## config.mk

```make
export PLATFORM = sky130hd
export DESIGN_NAME = speech_endpoint_detector
export DESIGN_NICKNAME = d
export VERILOG_FILES = /design/src/hdl/sed_pkg.sv /design/src/hdl/sed_cfg.sv /design/src/hdl/sed_ctrl.sv /design/src/hdl/sed_dp.sv /design/src/hdl/speech_endpoint_detector.sv
export SDC_FILE = /design/constraint.sdc
export NUM_CORES = 2
export LEC_CHECK = 0
export BUFFER_PORTS_ARGS = -buffer_cell sky130_fd_sc_hd__buf_2
export CAP_MARGIN = 30
export CORE_MARGIN = 5
export CORE_UTILIZATION = 40
export CTS_CLUSTER_SIZE = 20
export DETAILED_ROUTE_END_ITERATION = 12
export GPL_ROUTABILITY_DRIVEN = 0
export SLEW_MARGIN = 40
export SYNTH_ARGS = -nofsm -noshare
export SYNTH_HDL_FRONTEND = slang
export SYNTH_SLANG_ARGS = --single-unit
```

## constraint.sdc

```tcl
create_clock -name clk -period 10.11 [get_ports clk]
set_input_delay 0.5055 -clock clk [delete_from_list [all_inputs] [get_ports clk]]
set_output_delay 0.5055 -clock clk [all_outputs]
set_load 0.02 [all_outputs]
```

## src/hdl/sed_pkg.sv

```systemverilog
`timescale 1ns / 1ps

package sed_pkg;

	// register indexes
	localparam logic [2:0] REG_FRAME_SAMPLES        = 3'd0;
	localparam logic [2:0] REG_START_FRAMES         = 3'd1;
	localparam logic [2:0] REG_END_SILENCE_FRAMES   = 3'd2;
	localparam logic [2:0] REG_MAX_UTTERANCE_FRAMES = 3'd3;
	localparam logic [2:0] REG_MIN_SPEECH_FRAMES    = 3'd4;
	localparam logic [2:0] REG_ABSOLUTE_FLOOR_RMS   = 3'd5;
	localparam logic [2:0] REG_SPEECH_FLOOR_RATIO   = 3'd6;
	localparam logic [2:0] REG_SILENCE_FLOOR_RATIO  = 3'd7;

	// reset values
	localparam logic [12:0] RST_FRAME_SAMPLES        = 13'd480;
	localparam logic [7:0]  RST_START_FRAMES         = 8'd3;
	localparam logic [15:0] RST_END_SILENCE_FRAMES   = 16'd24;
	localparam logic [15:0] RST_MAX_UTTERANCE_FRAMES = 16'd334;
	localparam logic [15:0] RST_MIN_SPEECH_FRAMES    = 16'd10;
	localparam logic [14:0] RST_ABSOLUTE_FLOOR_RMS   = 15'd0;
	localparam logic [11:0] RST_SPEECH_FLOOR_RATIO   = 12'd768;
	localparam logic [11:0] RST_SILENCE_FLOOR_RATIO  = 12'd384;

	// noise floor smoothing weights, 0.95 and 0.05 in Q0.16
	localparam logic [15:0] NF_KEEP_Q16 = 16'd62259;
	localparam logic [11:0] NF_NEW_Q16  = 12'd3277;

	typedef struct packed {
		logic [12:0] frame_samples;
		logic [7:0]  start_frames;
		logic [15:0] end_silence_frames;
		logic [15:0] max_utterance_frames;
		logic [15:0] min_speech_frames;
		logic [14:0] absolute_floor_rms;
		logic [11:0] speech_floor_ratio;
		logic [11:0] silence_floor_ratio;
	} cfg_t;

	// controller to datapath
	typedef struct packed {
		logic accept;
		logic samp;
		logic div_step;
		logic sqrt_load;
		logic sqrt_step;
		logic ev1;
		logic ev2;
		logic ev3;
		logic ev4;
		logic bend;
	} cmd_t;

	// datapath to controller
	typedef struct packed {
		logic frame_end;
		logic blk;
		logic out_free;
	} sts_t;

	function automatic logic [15:0] sat16(input logic [15:0] x);
		return (x == 16'hFFFF) ? x : x + 16'd1;
	endfunction

	function automatic logic [39:0] max3(input logic [39:0] a, input logic [39:0] b,
		input logic [39:0] c);
		logic [39:0] m;
		m = (a > b) ? a : b;
		return (m > c) ? m : c;
	endfunction

endpackage

```

## src/hdl/sed_cfg.sv

```systemverilog
`timescale 1ns / 1ps

module sed_cfg import sed_pkg::*; (
	input  logic        clk,
	input  logic        arst_n,
	input  logic        psel,
	input  logic        penable,
	input  logic        pwrite,
	input  logic [4:0]  paddr,
	input  logic [31:0] pwdata,
	output logic [31:0] prdata,
	output logic        pready,
	output cfg_t        cfg
);

	cfg_t cfg_q;
	logic wr;

	assign pready = 1'b1;
	assign wr = psel & penable & pwrite;
	assign cfg = cfg_q;

	always_ff @(posedge clk or negedge arst_n) begin
		if (!arst_n) begin
			cfg_q.frame_samples        <= RST_FRAME_SAMPLES;
			cfg_q.start_frames         <= RST_START_FRAMES;
			cfg_q.end_silence_frames   <= RST_END_SILENCE_FRAMES;
			cfg_q.max_utterance_frames <= RST_MAX_UTTERANCE_FRAMES;
			cfg_q.min_speech_frames    <= RST_MIN_SPEECH_FRAMES;
			cfg_q.absolute_floor_rms   <= RST_ABSOLUTE_FLOOR_RMS;
			cfg_q.speech_floor_ratio   <= RST_SPEECH_FLOOR_RATIO;
			cfg_q.silence_floor_ratio  <= RST_SILENCE_FLOOR_RATIO;
		end else if (wr) begin
			unique case (paddr[4:2])
				REG_FRAME_SAMPLES:        cfg_q.frame_samples        <= pwdata[12:0];
				REG_START_FRAMES:         cfg_q.start_frames         <= pwdata[7:0];
				REG_END_SILENCE_FRAMES:   cfg_q.end_silence_frames   <= pwdata[15:0];
				REG_MAX_UTTERANCE_FRAMES: cfg_q.max_utterance_frames <= pwdata[15:0];
				REG_MIN_SPEECH_FRAMES:    cfg_q.min_speech_frames    <= pwdata[15:0];
				REG_ABSOLUTE_FLOOR_RMS:   cfg_q.absolute_floor_rms   <= pwdata[14:0];
				REG_SPEECH_FLOOR_RATIO:   cfg_q.speech_floor_ratio   <= pwdata[11:0];
				REG_SILENCE_FLOOR_RATIO:  cfg_q.silence_floor_ratio  <= pwdata[11:0];
				default: ;
			endcase
		end
	end

	always_comb begin
		unique case (paddr[4:2])
			REG_FRAME_SAMPLES:        prdata = {19'd0, cfg_q.frame_samples};
			REG_START_FRAMES:         prdata = {24'd0, cfg_q.start_frames};
			REG_END_SILENCE_FRAMES:   prdata = {16'd0, cfg_q.end_silence_frames};
			REG_MAX_UTTERANCE_FRAMES: prdata = {16'd0, cfg_q.max_utterance_frames};
			REG_MIN_SPEECH_FRAMES:    prdata = {16'd0, cfg_q.min_speech_frames};
			REG_ABSOLUTE_FLOOR_RMS:   prdata = {17'd0, cfg_q.absolute_floor_rms};
			REG_SPEECH_FLOOR_RATIO:   prdata = {20'd0, cfg_q.speech_floor_ratio};
			REG_SILENCE_FLOOR_RATIO:  prdata = {20'd0, cfg_q.silence_floor_ratio};
			default:                  prdata = 32'd0;
		endcase
	end

endmodule

```

## src/hdl/sed_ctrl.sv

```systemverilog
`timescale 1ns / 1ps

module sed_ctrl import sed_pkg::*; #(
	parameter int DIV_STEPS  = 59,
	parameter int SQRT_STEPS = 30
) (
	input  logic clk,
	input  logic arst_n,
	input  logic in_valid,
	output logic in_ready,
	input  sts_t sts,
	output cmd_t cmd
);

	localparam int CNTW = $clog2(DIV_STEPS + SQRT_STEPS + 1);

	localparam logic [3:0] ST_IDLE = 4'd0;
	localparam logic [3:0] ST_SAMP = 4'd1;
	localparam logic [3:0] ST_DIV  = 4'd2;
	localparam logic [3:0] ST_SQI  = 4'd3;
	localparam logic [3:0] ST_SQRT = 4'd4;
	localparam logic [3:0] ST_EV1  = 4'd5;
	localparam logic [3:0] ST_EV2  = 4'd6;
	localparam logic [3:0] ST_EV3  = 4'd7;
	localparam logic [3:0] ST_EV4  = 4'd8;
	localparam logic [3:0] ST_CHK  = 4'd9;

	logic [3:0]      state_q, state_d;
	logic [CNTW-1:0] cnt_q, cnt_d;

	assign in_ready = (state_q == ST_IDLE);

	always_comb begin
		state_d = state_q;
		cnt_d = cnt_q;
		cmd = '0;
		unique case (state_q)
			ST_IDLE: begin
				cmd.accept = in_valid;
				if (in_valid) state_d = ST_SAMP;
			end
			ST_SAMP: begin
				cmd.samp = 1'b1;
				if (sts.frame_end) begin
					state_d = ST_DIV;
					cnt_d = CNTW'(DIV_STEPS - 1);
				end else begin
					state_d = ST_CHK;
				end
			end
			ST_DIV: begin
				cmd.div_step = 1'b1;
				cnt_d = cnt_q - 1'b1;
				if (cnt_q == '0) state_d = ST_SQI;
			end
			ST_SQI: begin
				cmd.sqrt_load = 1'b1;
				cnt_d = CNTW'(SQRT_STEPS - 1);
				state_d = ST_SQRT;
			end
			ST_SQRT: begin
				cmd.sqrt_step = 1'b1;
				cnt_d = cnt_q - 1'b1;
				if (cnt_q == '0) state_d = ST_EV1;
			end
			ST_EV1: begin
				cmd.ev1 = 1'b1;
				state_d = ST_EV2;
			end
			ST_EV2: begin
				cmd.ev2 = 1'b1;
				state_d = ST_EV3;
			end
			ST_EV3: begin
				cmd.ev3 = 1'b1;
				state_d = ST_EV4;
			end
			ST_EV4: begin
				cmd.ev4 = 1'b1;
				state_d = ST_CHK;
			end
			ST_CHK: begin
				if (!sts.blk) begin
					state_d = ST_IDLE;
				end else if (sts.out_free) begin
					cmd.bend = 1'b1;
					state_d = ST_IDLE;
				end
			end
			default: state_d = ST_IDLE;
		endcase
	end

	always_ff @(posedge clk or negedge arst_n) begin
		if (!arst_n) begin
			state_q <= ST_IDLE;
			cnt_q <= '0;
		end else begin
			state_q <= state_d;
			cnt_q <= cnt_d;
		end
	end

endmodule

```

## src/hdl/sed_dp.sv

```systemverilog
`timescale 1ns / 1ps

module sed_dp import sed_pkg::*; #(
	parameter int MAX_FRAME_SAMPLES = 4096,
	parameter int ZCR_MIN_Q16 = 0,
	parameter int ZCR_MAX_Q16 = 65535
) (
	input  logic        clk,
	input  logic        arst_n,
	input  cfg_t        cfg,
	input  cmd_t        cmd,
	output sts_t        sts,
	input  logic [15:0] in_sample,
	input  logic        in_sample_valid,
	input  logic        in_block_end,
	output logic        out_valid,
	input  logic        out_ready,
	output logic [2:0]  out_data
);

	localparam int NW = $clog2(MAX_FRAME_SAMPLES + 1);
	localparam int EW = 31 + $clog2(MAX_FRAME_SAMPLES);
	localparam int DW = EW + 16;
	localparam int SW = DW + (DW % 2);
	localparam int RW = SW / 2;
	localparam int ZW = NW + 16;

	// latched input item
	logic signed [15:0] smp_q;
	logic vld_q, blk_q;

	// frame accumulators
	logic [NW-1:0] fill_q, cross_q;
	logic [EW-1:0] energy_q;
	logic [15:0]   last_q;
	logic          have_q;

	// frame-end working registers
	logic [NW-1:0] n_q, zc_q, rem_q;
	logic [DW-1:0] dq_q;
	logic [SW-1:0] rad_q;
	logic [RW-1:0] root_q;
	logic [RW+1:0] srem_q;
	logic [39:0]   prod_q;
	logic          like_q, loud_q;

	// detector state
	logic [23:0] nf_q;
	logic        insp_q, started_q;
	logic [15:0] run_q, quiet_q, len_q, total_q;

	logic        ov_q;
	logic [2:0]  od_q;

	logic [NW-1:0] n_w, cross_w;
	logic [NW:0]   fill_w;
	logic signed [31:0] sq_w;
	logic [EW-1:0] energy_w;
	logic          fend;
	logic [NW:0]   dt, dsub;
	logic          dge;
	logic [RW+3:0] r2, trial, r2sub;
	logic          sge;
	logic [23:0]   rms_w, nf_eff;
	logic [39:0]   rms16, start_lvl, stop_lvl;
	logic [ZW-1:0] zc_full, zlo, zhi;
	logic          zok;
	logic [40:0]   nf_sum;
	logic [15:0]   run_new;
	logic          hit, endp, clr;

	// frame length clamped to 1..MAX_FRAME_SAMPLES
	assign n_w = (cfg.frame_samples == '0) ? NW'(1) :
		((32'(cfg.frame_samples) > 32'(MAX_FRAME_SAMPLES)) ? NW'(MAX_FRAME_SAMPLES) :
		NW'(cfg.frame_samples));

	assign sq_w = smp_q * smp_q;
	assign energy_w = energy_q + EW'(unsigned'(sq_w));
	assign cross_w = cross_q + NW'(have_q && (smp_q[15] != last_q[15]));
	assign fill_w = {1'b0, fill_q} + 1'b1;
	assign fend = vld_q && (fill_w >= {1'b0, n_w});

	// restoring divide, one quotient bit per step
	assign dt = {rem_q, dq_q[DW-1]};
	assign dsub = dt - {1'b0, n_q};
	assign dge = dt >= {1'b0, n_q};

	// digit-by-digit square root, two radicand bits per step
	assign r2 = {srem_q, rad_q[SW-1 -: 2]};
	assign trial = {2'b00, root_q, 2'b01};
	assign r2sub = r2 - trial;
	assign sge = r2 >= trial;

	assign rms_w = root_q[23:0];
	assign rms16 = {8'd0, rms_w, 8'd0};
	assign nf_eff = (nf_q == '0) ? {1'b0, cfg.absolute_floor_rms, 8'd0} : nf_q;
	assign start_lvl = max3(prod_q, {9'd0, cfg.absolute_floor_rms, 16'd0}, 40'h1_0000);
	assign stop_lvl = max3(prod_q, {10'd0, cfg.absolute_floor_rms, 15'd0}, 40'h1_0000);

	assign zc_full = {zc_q, 16'd0};
	assign zlo = ZW'(ZCR_MIN_Q16) * ZW'(n_q);
	assign zhi = ZW'(ZCR_MAX_Q16) * ZW'(n_q);
	assign zok = (zc_full >= zlo) && (zc_full <= zhi);

	// noise floor smoothing with round to nearest
	assign nf_sum = {1'b0, prod_q} + 41'({17'd0, rms_w}) * 41'(NF_NEW_Q16) + 41'd32768;
	assign run_new = like_q ? sat16(run_q) : 16'd0;

	assign hit = insp_q && ((quiet_q >= cfg.end_silence_frames) ||
		(total_q >= cfg.max_utterance_frames));
	assign endp = hit && (len_q >= cfg.min_speech_frames);
	assign clr = hit && !endp;

	assign sts.frame_end = fend;
	assign sts.blk = blk_q;
	assign sts.out_free = !ov_q || out_ready;
	assign out_valid = ov_q;
	assign out_data = od_q;

	always_ff @(posedge clk or negedge arst_n) begin
		if (!arst_n) begin
			fill_q <= '0;
			energy_q <= '0;
			cross_q <= '0;
			last_q <= '0;
			have_q <= 1'b0;
			nf_q <= '0;
			insp_q <= 1'b0;
			run_q <= '0;
			quiet_q <= '0;
			len_q <= '0;
			total_q <= '0;
			started_q <= 1'b0;
			ov_q <= 1'b0;
		end else begin
			if (out_ready) ov_q <= 1'b0;
			if (cmd.samp && vld_q) begin
				last_q <= smp_q;
				have_q <= 1'b1;
				if (fend) begin
					fill_q <= '0;
					energy_q <= '0;
					cross_q <= '0;
				end else begin
					fill_q <= fill_w[NW-1:0];
					energy_q <= energy_w;
					cross_q <= cross_w;
				end
			end
			if (cmd.ev1) nf_q <= nf_eff;
			if (cmd.ev4) begin
				total_q <= sat16(total_q);
				if (!insp_q) begin
					if (!like_q) nf_q <= nf_sum[39:16];
					run_q <= run_new;
					if (run_new >= {8'd0, cfg.start_frames}) begin
						insp_q <= 1'b1;
						started_q <= 1'b1;
						len_q <= {8'd0, cfg.start_frames};
						quiet_q <= '0;
					end
				end else if (loud_q) begin
					len_q <= sat16(len_q);
					quiet_q <= '0;
				end else begin
					quiet_q <= sat16(quiet_q);
				end
			end
			if (cmd.bend) begin
				ov_q <= 1'b1;
				started_q <= 1'b0;
				if (clr) begin
					// utterance too short: back to the reset picture
					fill_q <= '0;
					energy_q <= '0;
					cross_q <= '0;
					last_q <= '0;
					have_q <= 1'b0;
					nf_q <= '0;
					insp_q <= 1'b0;
					run_q <= '0;
					quiet_q <= '0;
					len_q <= '0;
					total_q <= '0;
				end
			end
		end
	end

	always_ff @(posedge clk) begin
		if (cmd.accept) begin
			smp_q <= in_sample;
			vld_q <= in_sample_valid;
			blk_q <= in_block_end;
		end
		if (cmd.samp && fend) begin
			n_q <= n_w;
			zc_q <= cross_w;
			dq_q <= {energy_w, 16'd0};
			rem_q <= '0;
		end
		if (cmd.div_step) begin
			rem_q <= dge ? dsub[NW-1:0] : dt[NW-1:0];
			dq_q <= {dq_q[DW-2:0], dge};
		end
		if (cmd.sqrt_load) begin
			rad_q <= SW'(dq_q);
			root_q <= '0;
			srem_q <= '0;
		end
		if (cmd.sqrt_step) begin
			rad_q <= {rad_q[SW-3:0], 2'b00};
			srem_q <= sge ? r2sub[RW+1:0] : r2[RW+1:0];
			root_q <= {root_q[RW-2:0], sge};
		end
		if (cmd.ev1) prod_q <= 40'(nf_eff) * 40'(cfg.speech_floor_ratio);
		if (cmd.ev2) begin
			like_q <= (rms16 >= start_lvl) && zok;
			prod_q <= 40'(nf_q) * 40'(cfg.silence_floor_ratio);
		end
		if (cmd.ev3) begin
			loud_q <= rms16 >= stop_lvl;
			prod_q <= 40'(nf_q) * 40'(NF_KEEP_Q16);
		end
		if (cmd.bend) od_q <= {insp_q && !clr, endp, started_q};
	end

endmodule

```

## src/hdl/speech_endpoint_detector.sv

```systemverilog
`timescale 1ns / 1ps

// Energy and zero-crossing speech endpoint detector. Each sample transaction on the s_ side
// with s_tuser high updates the frame sums; when a frame fills, the frame's RMS is formed by a
// one-bit-per-cycle restoring divider followed by a two-bits-per-cycle square root unit, then
// compared against start and stop levels derived from an adaptive noise floor, and the
// idle/speaking tracker advances. A transaction with s_tlast high produces exactly one result
// on the m_ side; all others produce none. One item is handled at a time: the next item is
// accepted only once the current one is through. The divider forms
// DW = 47 + clog2(MAX_FRAME_SAMPLES) quotient bits and the square root RW = ceil(DW/2) root
// bits. The result sits in an output register, so a stalled m_ side only holds the block on
// its next block end. The user must write the registers through the APB port only while no
// item is in flight; the block itself does not enforce this.
module speech_endpoint_detector import sed_pkg::*; #(
	parameter int MAX_FRAME_SAMPLES = 4096,
	parameter int ZCR_MIN_Q16 = 0,
	parameter int ZCR_MAX_Q16 = 65535
) (
	input  logic        clk,
	input  logic        arst_n,
	// sample stream
	input  logic        s_tvalid,
	output logic        s_tready,
	input  logic [15:0] s_tdata,   // [15:0] sample
	input  logic        s_tuser,   // [0] sample_valid
	input  logic        s_tlast,   // block_end
	// result stream
	output logic        m_tvalid,
	input  logic        m_tready,
	output logic [7:0]  m_tdata,   // [0] speech_started, [1] endpointed, [2] speaking
	// register port
	input  logic        psel,
	input  logic        penable,
	input  logic        pwrite,
	input  logic [4:0]  paddr,
	input  logic [31:0] pwdata,
	output logic [31:0] prdata,
	output logic        pready
);

	// divider and square root lengths for the sequencer; the datapath derives its own from MAX_FRAME_SAMPLES
	localparam int DW = 47 + $clog2(MAX_FRAME_SAMPLES);
	localparam int RW = (DW + (DW % 2)) / 2;

	cfg_t cfg;
	cmd_t cmd;
	sts_t sts;
	logic [2:0] res;

	assign m_tdata = {5'd0, res};

	sed_cfg u_cfg (
		.clk(clk), .arst_n(arst_n),
		.psel(psel), .penable(penable), .pwrite(pwrite), .paddr(paddr),
		.pwdata(pwdata), .prdata(prdata), .pready(pready), .cfg(cfg)
	);

	// sequencer: sample update, divide, square root, level compare, block-end check
	sed_ctrl #(.DIV_STEPS(DW), .SQRT_STEPS(RW)) u_ctrl (
		.clk(clk), .arst_n(arst_n),
		.in_valid(s_tvalid), .in_ready(s_tready),
		.sts(sts), .cmd(cmd)
	);

	sed_dp #(
		.MAX_FRAME_SAMPLES(MAX_FRAME_SAMPLES),
		.ZCR_MIN_Q16(ZCR_MIN_Q16),
		.ZCR_MAX_Q16(ZCR_MAX_Q16)
	) u_dp (
		.clk(clk), .arst_n(arst_n), .cfg(cfg), .cmd(cmd), .sts(sts),
		.in_sample(s_tdata), .in_sample_valid(s_tuser), .in_block_end(s_tlast),
		.out_valid(m_tvalid), .out_ready(m_tready), .out_data(res)
	);

endmodule

```

=== Word-level counts from Yosys, hierarchy flattened ===
Index checks and enable logic that the tools add are counted.

* Bits of input ports: 62
* Register bits after elaboration: 579
* Output and inout port bits: 43

* Bitwise logic cells: 2
* Multiplexer cells: 103
* Add/sub/neg operators: 12
* Equal/unequal tests: 27
* Order comparisons: 16
* Reductions and logical operators: 39
* $mul: 6

{| class="wikitable"
|+ Operators by type and width
! kind !! number
|-
| 2-to-1 mux 16 bit || 27
|-
| 2-to-1 mux 40 bit || 7
|-
| case mux 32 bit (8 select lines) || 1
|-
| 2-to-1 mux 43 bit || 4
|-
| 2-to-1 mux 13 bit || 13
|-
| 2-to-1 mux 24 bit || 7
|-
| 2-to-1 mux 60 bit || 2
|-
| 2-to-1 mux 59 bit || 2
|-
| 2-to-1 mux 32 bit || 3
|-
| >= comparator 32 x 40 -> 1 bit || 2
|-
| greater-than comparator 40 x 17 -> 1 bit, second input constant || 2
|-
| multiplier 24 x 12 -> 36 bit || 2
|-
| adder 16 x 1 -> 16 bit, second input constant || 4
|-
| == test 16 bit, second input constant || 4
|-
| 2-to-1 mux 30 bit || 2
|-
| >= comparator 16 bit || 3
|-
| adder 43 x 32 -> 43 bit || 1
|-
| adder 40 x 16 -> 40 bit, second input constant || 1
|-
| adder 40 x 36 -> 40 bit || 1
|-
| greater-than comparator 40 x 30 -> 1 bit || 1
|-
| greater-than comparator 40 x 31 -> 1 bit || 1
|-
| multiplier 24 x 16 -> 40 bit, second input constant || 1
|-
| case mux 4 bit (10 select lines) || 1
|-
| multiplier 24 x 12 -> 36 bit, second input constant || 1
|-
| other kinds (43) || 112
|}

=== Longest topological paths before layout ===
* Depth in word-level cells: 9
* Gate-level depth with buffers: 37
* Gate-level depth less buffers: 36

=== Modules after synthesis ===
Synthesis repeated with hierarchy kept, for this count alone.

* Cell total of the unflattened synthesis: 8291
* Area total of the unflattened synthesis: 77863.4 um^2

{| class="wikitable"
|+ By module, submodules not included
! module !! seq. area each (um^2) !! area an instance (um^2) !! cells an instance !! times used
|-
| sed_dp || 12532.0 || 71941.5 || 7817 || 1
|-
| sed_cfg || 2726.4 || 5119.9 || 378 || 1
|-
| sed_ctrl || 275.3 || 760.7 || 90 || 1
|-
| speech_endpoint_detector || 0.0 || 41.3 || 6 || 1
|}

=== Least setup slack after synthesis ===
No wires, ideal clock.

* Path kind: reg-to-reg
* From: register u_dp.smp_q[3]
* To: register u_dp.dq_q[51] (data pin)
* Arrival: 8.188 ns
* Path buffers: 1
* Setup time: 0.267 ns
* Period minus slack after synthesis: 8.454 ns
* Slack: 1.656 ns
* Cell stages (with the launch flop): 34
* Cells stage by stage: edfxtp_1 > clkbuf_1 > nand2_1 > inv_1 > fa_1 > inv_1 > fa_1 > fa_1 > fa_1 > inv_1 > fa_1 > inv_1 > fa_1 > inv_1 > ha_1 > a21oi_1 > nand2_1 > o21ai_0 > o21ai_0 > a41oi_1 > o211a_1 > nor2_1 > a211o_1 > a21oi_1 > xnor2_1 > ha_1 > a21oi_1 > inv_1 > or4_1 > a2111oi_0 > nor2_1 > nand4_1 > xor2_1 > o21ai_0

* Cells in the longest elaborated chain, start to end: 4

{| class="wikitable"
|+ RTL lines
! what !! RTL line !! source
|-
| start: declaration || sed_dp.sv:29 || <nowiki>logic signed [15:0] smp_q;</nowiki>
|-
| start signal: assignment || sed_dp.sv:192 || <nowiki>smp_q <= in_sample;</nowiki>
|-
| multiplier 16 x 16 -> 32 bit || sed_dp.sv:77 || <nowiki>assign sq_w = smp_q * smp_q;</nowiki>
|-
| adder 43 x 32 -> 43 bit || sed_dp.sv:78 || <nowiki>assign energy_w = energy_q + EW'(unsigned'(sq_w));</nowiki>
|-
| 2-to-1 mux 59 bit || sed_dp.sv:196 || <nowiki>if (cmd.samp && fend) begin</nowiki>
|-
| 2-to-1 mux 59 bit || sed_dp.sv:202 || <nowiki>if (cmd.div_step) begin</nowiki>
|-
| end signal: assignment || sed_dp.sv:199 || <nowiki>dq_q <= {energy_w, 16'd0};</nowiki>
|-
| end signal: assignment || sed_dp.sv:204 || <nowiki>dq_q <= {dq_q[DW-2:0], dge};</nowiki>
|-
| end: declaration || sed_dp.sv:40 || <nowiki>logic [DW-1:0] dq_q;</nowiki>
|}

No other way between the ends. The select of a mux whose other input is x is not followed.
A chain may end at the register's enable or synchronous reset.

=== Final worst setup path ===
* From: register u_dp.smp_q[2]
* To: register u_dp.dq_q[51] (data pin)

The elaborated chain is that of the path after synthesis.

==> run metrics <==
Critical-path top delay cell edfxtp_1; Core Rows ~160; multi-input logic area 55200 um2; Detailed Place HPWL 167 mm; Slew HR 43.5%; depth of the worst register-to-register path 32; gr usage total between 20% and 30%; Critical Path Source Type register; Die Height 450 um; Filler Cell Count around 19000; Mapped Cells 8284; clk buf depth 3; Synth area leader fa_1; Setup Skew between 40 and 50 ps; clock slew seen by the registers of the worst setup and hold paths 60 ps; largest family of logic cells by synthesized area adder cells; drt initial violations 3772; Avg Cell Area, Syn roughly 9.3 um2; Post-Place Worst Slack about 440 ps; hold path depth 1; CORE AREA about 190000 um2; number of enable flip-flop cells after synthesis 281; Setup Buffers After CTS 0; post-synthesis compound-gate area fraction 11.2%; final hold violation count 0; f_max 0.106 GHz; HP Class in2reg; final setup vio count 0; xor/xnor share of the synthesized area 3.25%; GR Overflow Total 0; Worst setup EP type register; PortBufs 64; Synth Area in Simple Gates 12.9%; total negative slack 0 ps; CTS root buf clkbuf_16; Total Wirelength between 200 and 250 mm; Max FO, Critical Path 16; Worst path most repeated cell fa_1; vias 58487; first-pass GRT wire length 340 mm; Slew Limit Fails 0; synth top area cells fa_1 (27%), ha_1 (15%), edfxtp_1 (11%); Yosys reg bits 564; Crit Path Category reg2reg; CTS tree yes; Die Area 202000 um2; antenna violations before repair 3; RSZ-0062 raised after global routing false; main flop type after synthesis edfxtp_1; Final min period 9470 ps; placed insts 10688; Worst Max-Slew Pin Slew 844 ps; vias in the first global route roughly 61000; Clock Sinks about 560; Async S/R FF share, synth 49.8%; Worst Path Required ~11000 ps; worst skew pair latency approximately 700 ps; Final Non-Filler Cells 10843; commonest non-fill, non-tap cell in the layout inv_1; NumNets Final 10253; Register Area roughly 16000 um2; status complete, no violations; Die W 450 um; Initial DRT Pass Iterations 5; Yosys top cell area share 26.9%; commonest cells after routing, fill and taps aside inv_1 (1504), fa_1 (1039), nand2_1 (939); PnR worst setup slack around 640 ps; Netlist Area Pre-Place 77400 um2; max_cap viols 0; Worst path max stage delay a little over 700 ps; distinct cell type count after synthesis 108; YS warnings 0; I/O pins around 110; initial core utilization 40.2%; Post-Synth Adder-Cell Area about two fifths; crit path DAT around 10000 ps; H-tree levels 3; sequential share of the synthesized area between 20% and 30%; part of the cycle the worst path needs 93.7%; share of layout cells above drive strength 1 under 10%; r2r setup slk approximately 640 ps; drc violations 0; via/cell ratio roughly 5.4; mux cell area share after synthesis approximately 2.1%; cts bufs inserted 70; largest net degree at the start of global routing 107; area grow syn2layout 7.53%; Routed Antenna Nets 0; average wire per standard cell between 15 and 20 um
==> synth_stat cells, drive strengths merged (64+ instances only) <==
master,number
nand3,109
and3,110
xor2,117
nor3,93
nand4,76
a21o,159
a22o,64
mux2i,85
a211oi,65
ha,901
xnor2,170
inv,1509
nor2,419
fa,1039
and2,186
nand2,941
clkbuf,257
a21oi,412
o21ai,325
edfxtp,281
dfrtp,262
==> worst max-delay path, delay by kind of cell (launching register included) <==
kind / cells / cell delay, ps
xor+xnor: 2 / 340
fa+ha+maj: 8 / 3740
buf+inv: 6 / 530
flops: 1 / 720
simple gates: 6 / 1190
compound gates: 10 / 2690
==> path summary, 6_finish.rpt <==
kind                                               to                  startpoint
hold reg to reg            u_dp.out_data[0]$_DFFE_PP_  u_dp.started_q$_DFFE_PN0P_
min in group asynchronous    u_cfg.cfg[9]$_DFFE_PN0P_                      arst_n
hold / removal                u_dp.smp_q[4]$_DFFE_PP_                  s_tdata[4]
setup reg to reg              u_dp.dq_q[51]$_DFFE_PP_     u_dp.smp_q[2]$_DFFE_PP_
setup / recovery              u_dp.dq_q[51]$_DFFE_PP_     u_dp.smp_q[2]$_DFFE_PP_
max in group asynchronous   u_dp.fill_q[12]$_DFF_PN0_                      arst_n
==> flip-flops by register name, indices dropped and copies added, names as in the netlist, 24 cells and up <==
name           flops
u_cfg.cfg        108
u_dp.dq_q         59
u_dp.energy_q     43
u_dp.nf_q         24
u_dp.prod_q       40
u_dp.rad_q        60
u_dp.root_q       30
u_dp.srem_q       32
==> cell families (layout without fill, tap and decap cells) <==
kind of cell | count (synthesis) | in the layout
muxes | 145 | 145
adders and majority gates | 1941 | 1941
xor gates and xnor gates | 287 | 287
AOI/OAI and AO/OA | 1359 | 1359
and+or+nand+nor | 2157 | 2157
DFF | 564 | 564
buffers and inverters | 1829 | 1833
other | 2 | 31
==> routing by layer <==
| metal | share of wire, % | vias up | track usage [%] | routed length [um] |
|---|---|---|---|---|
| li1 | - | 27031 | - | - |
| met1 | 41 | 29513 | 26.4 | 87200 |
| met2 | 49 | 1501 | 36.6 | 104000 |
| met3 | 4.5 | 442 | 2.31 | 9520 |
| met4 | 5.3 | 0 | 8.87 | 11200 |
| met5 | 0 | - | 0 | 0 |
==> timing repair <==
item	CTS	global route
hold buffers	16	0
hold endpoints to repair	106	0
gates resized for setup	0	2
endpoints found under the setup margin	0	6
==> stage by stage <==
step	instance area, um2	util, %	hold slack [ps]
floorplan	77500	-	210
global placement	80600	41.9	431
detailed placement	80700	41.9	444
CTS	83200	43.2	17.7
global route	83200	43.2	25.5
finish	83300	43.2	39.1
==> cell type report <==
cell class                      instances  area share, %
Antenna cell                            9         0.0270
Sequential cell                       564           18.7
Multi-Input combinational cell       5911           66.2
Timing Repair Buffer                  191           1.66
Tap cell                             2526           3.80
Inverter                             1513           6.83
Clock buffer                           88           2.25
Clock inverter                         41          0.538
Power is left out: the tool's default activity adds up to more than one toggle a clock period on the data nets, which glitch-free logic cannot reach.
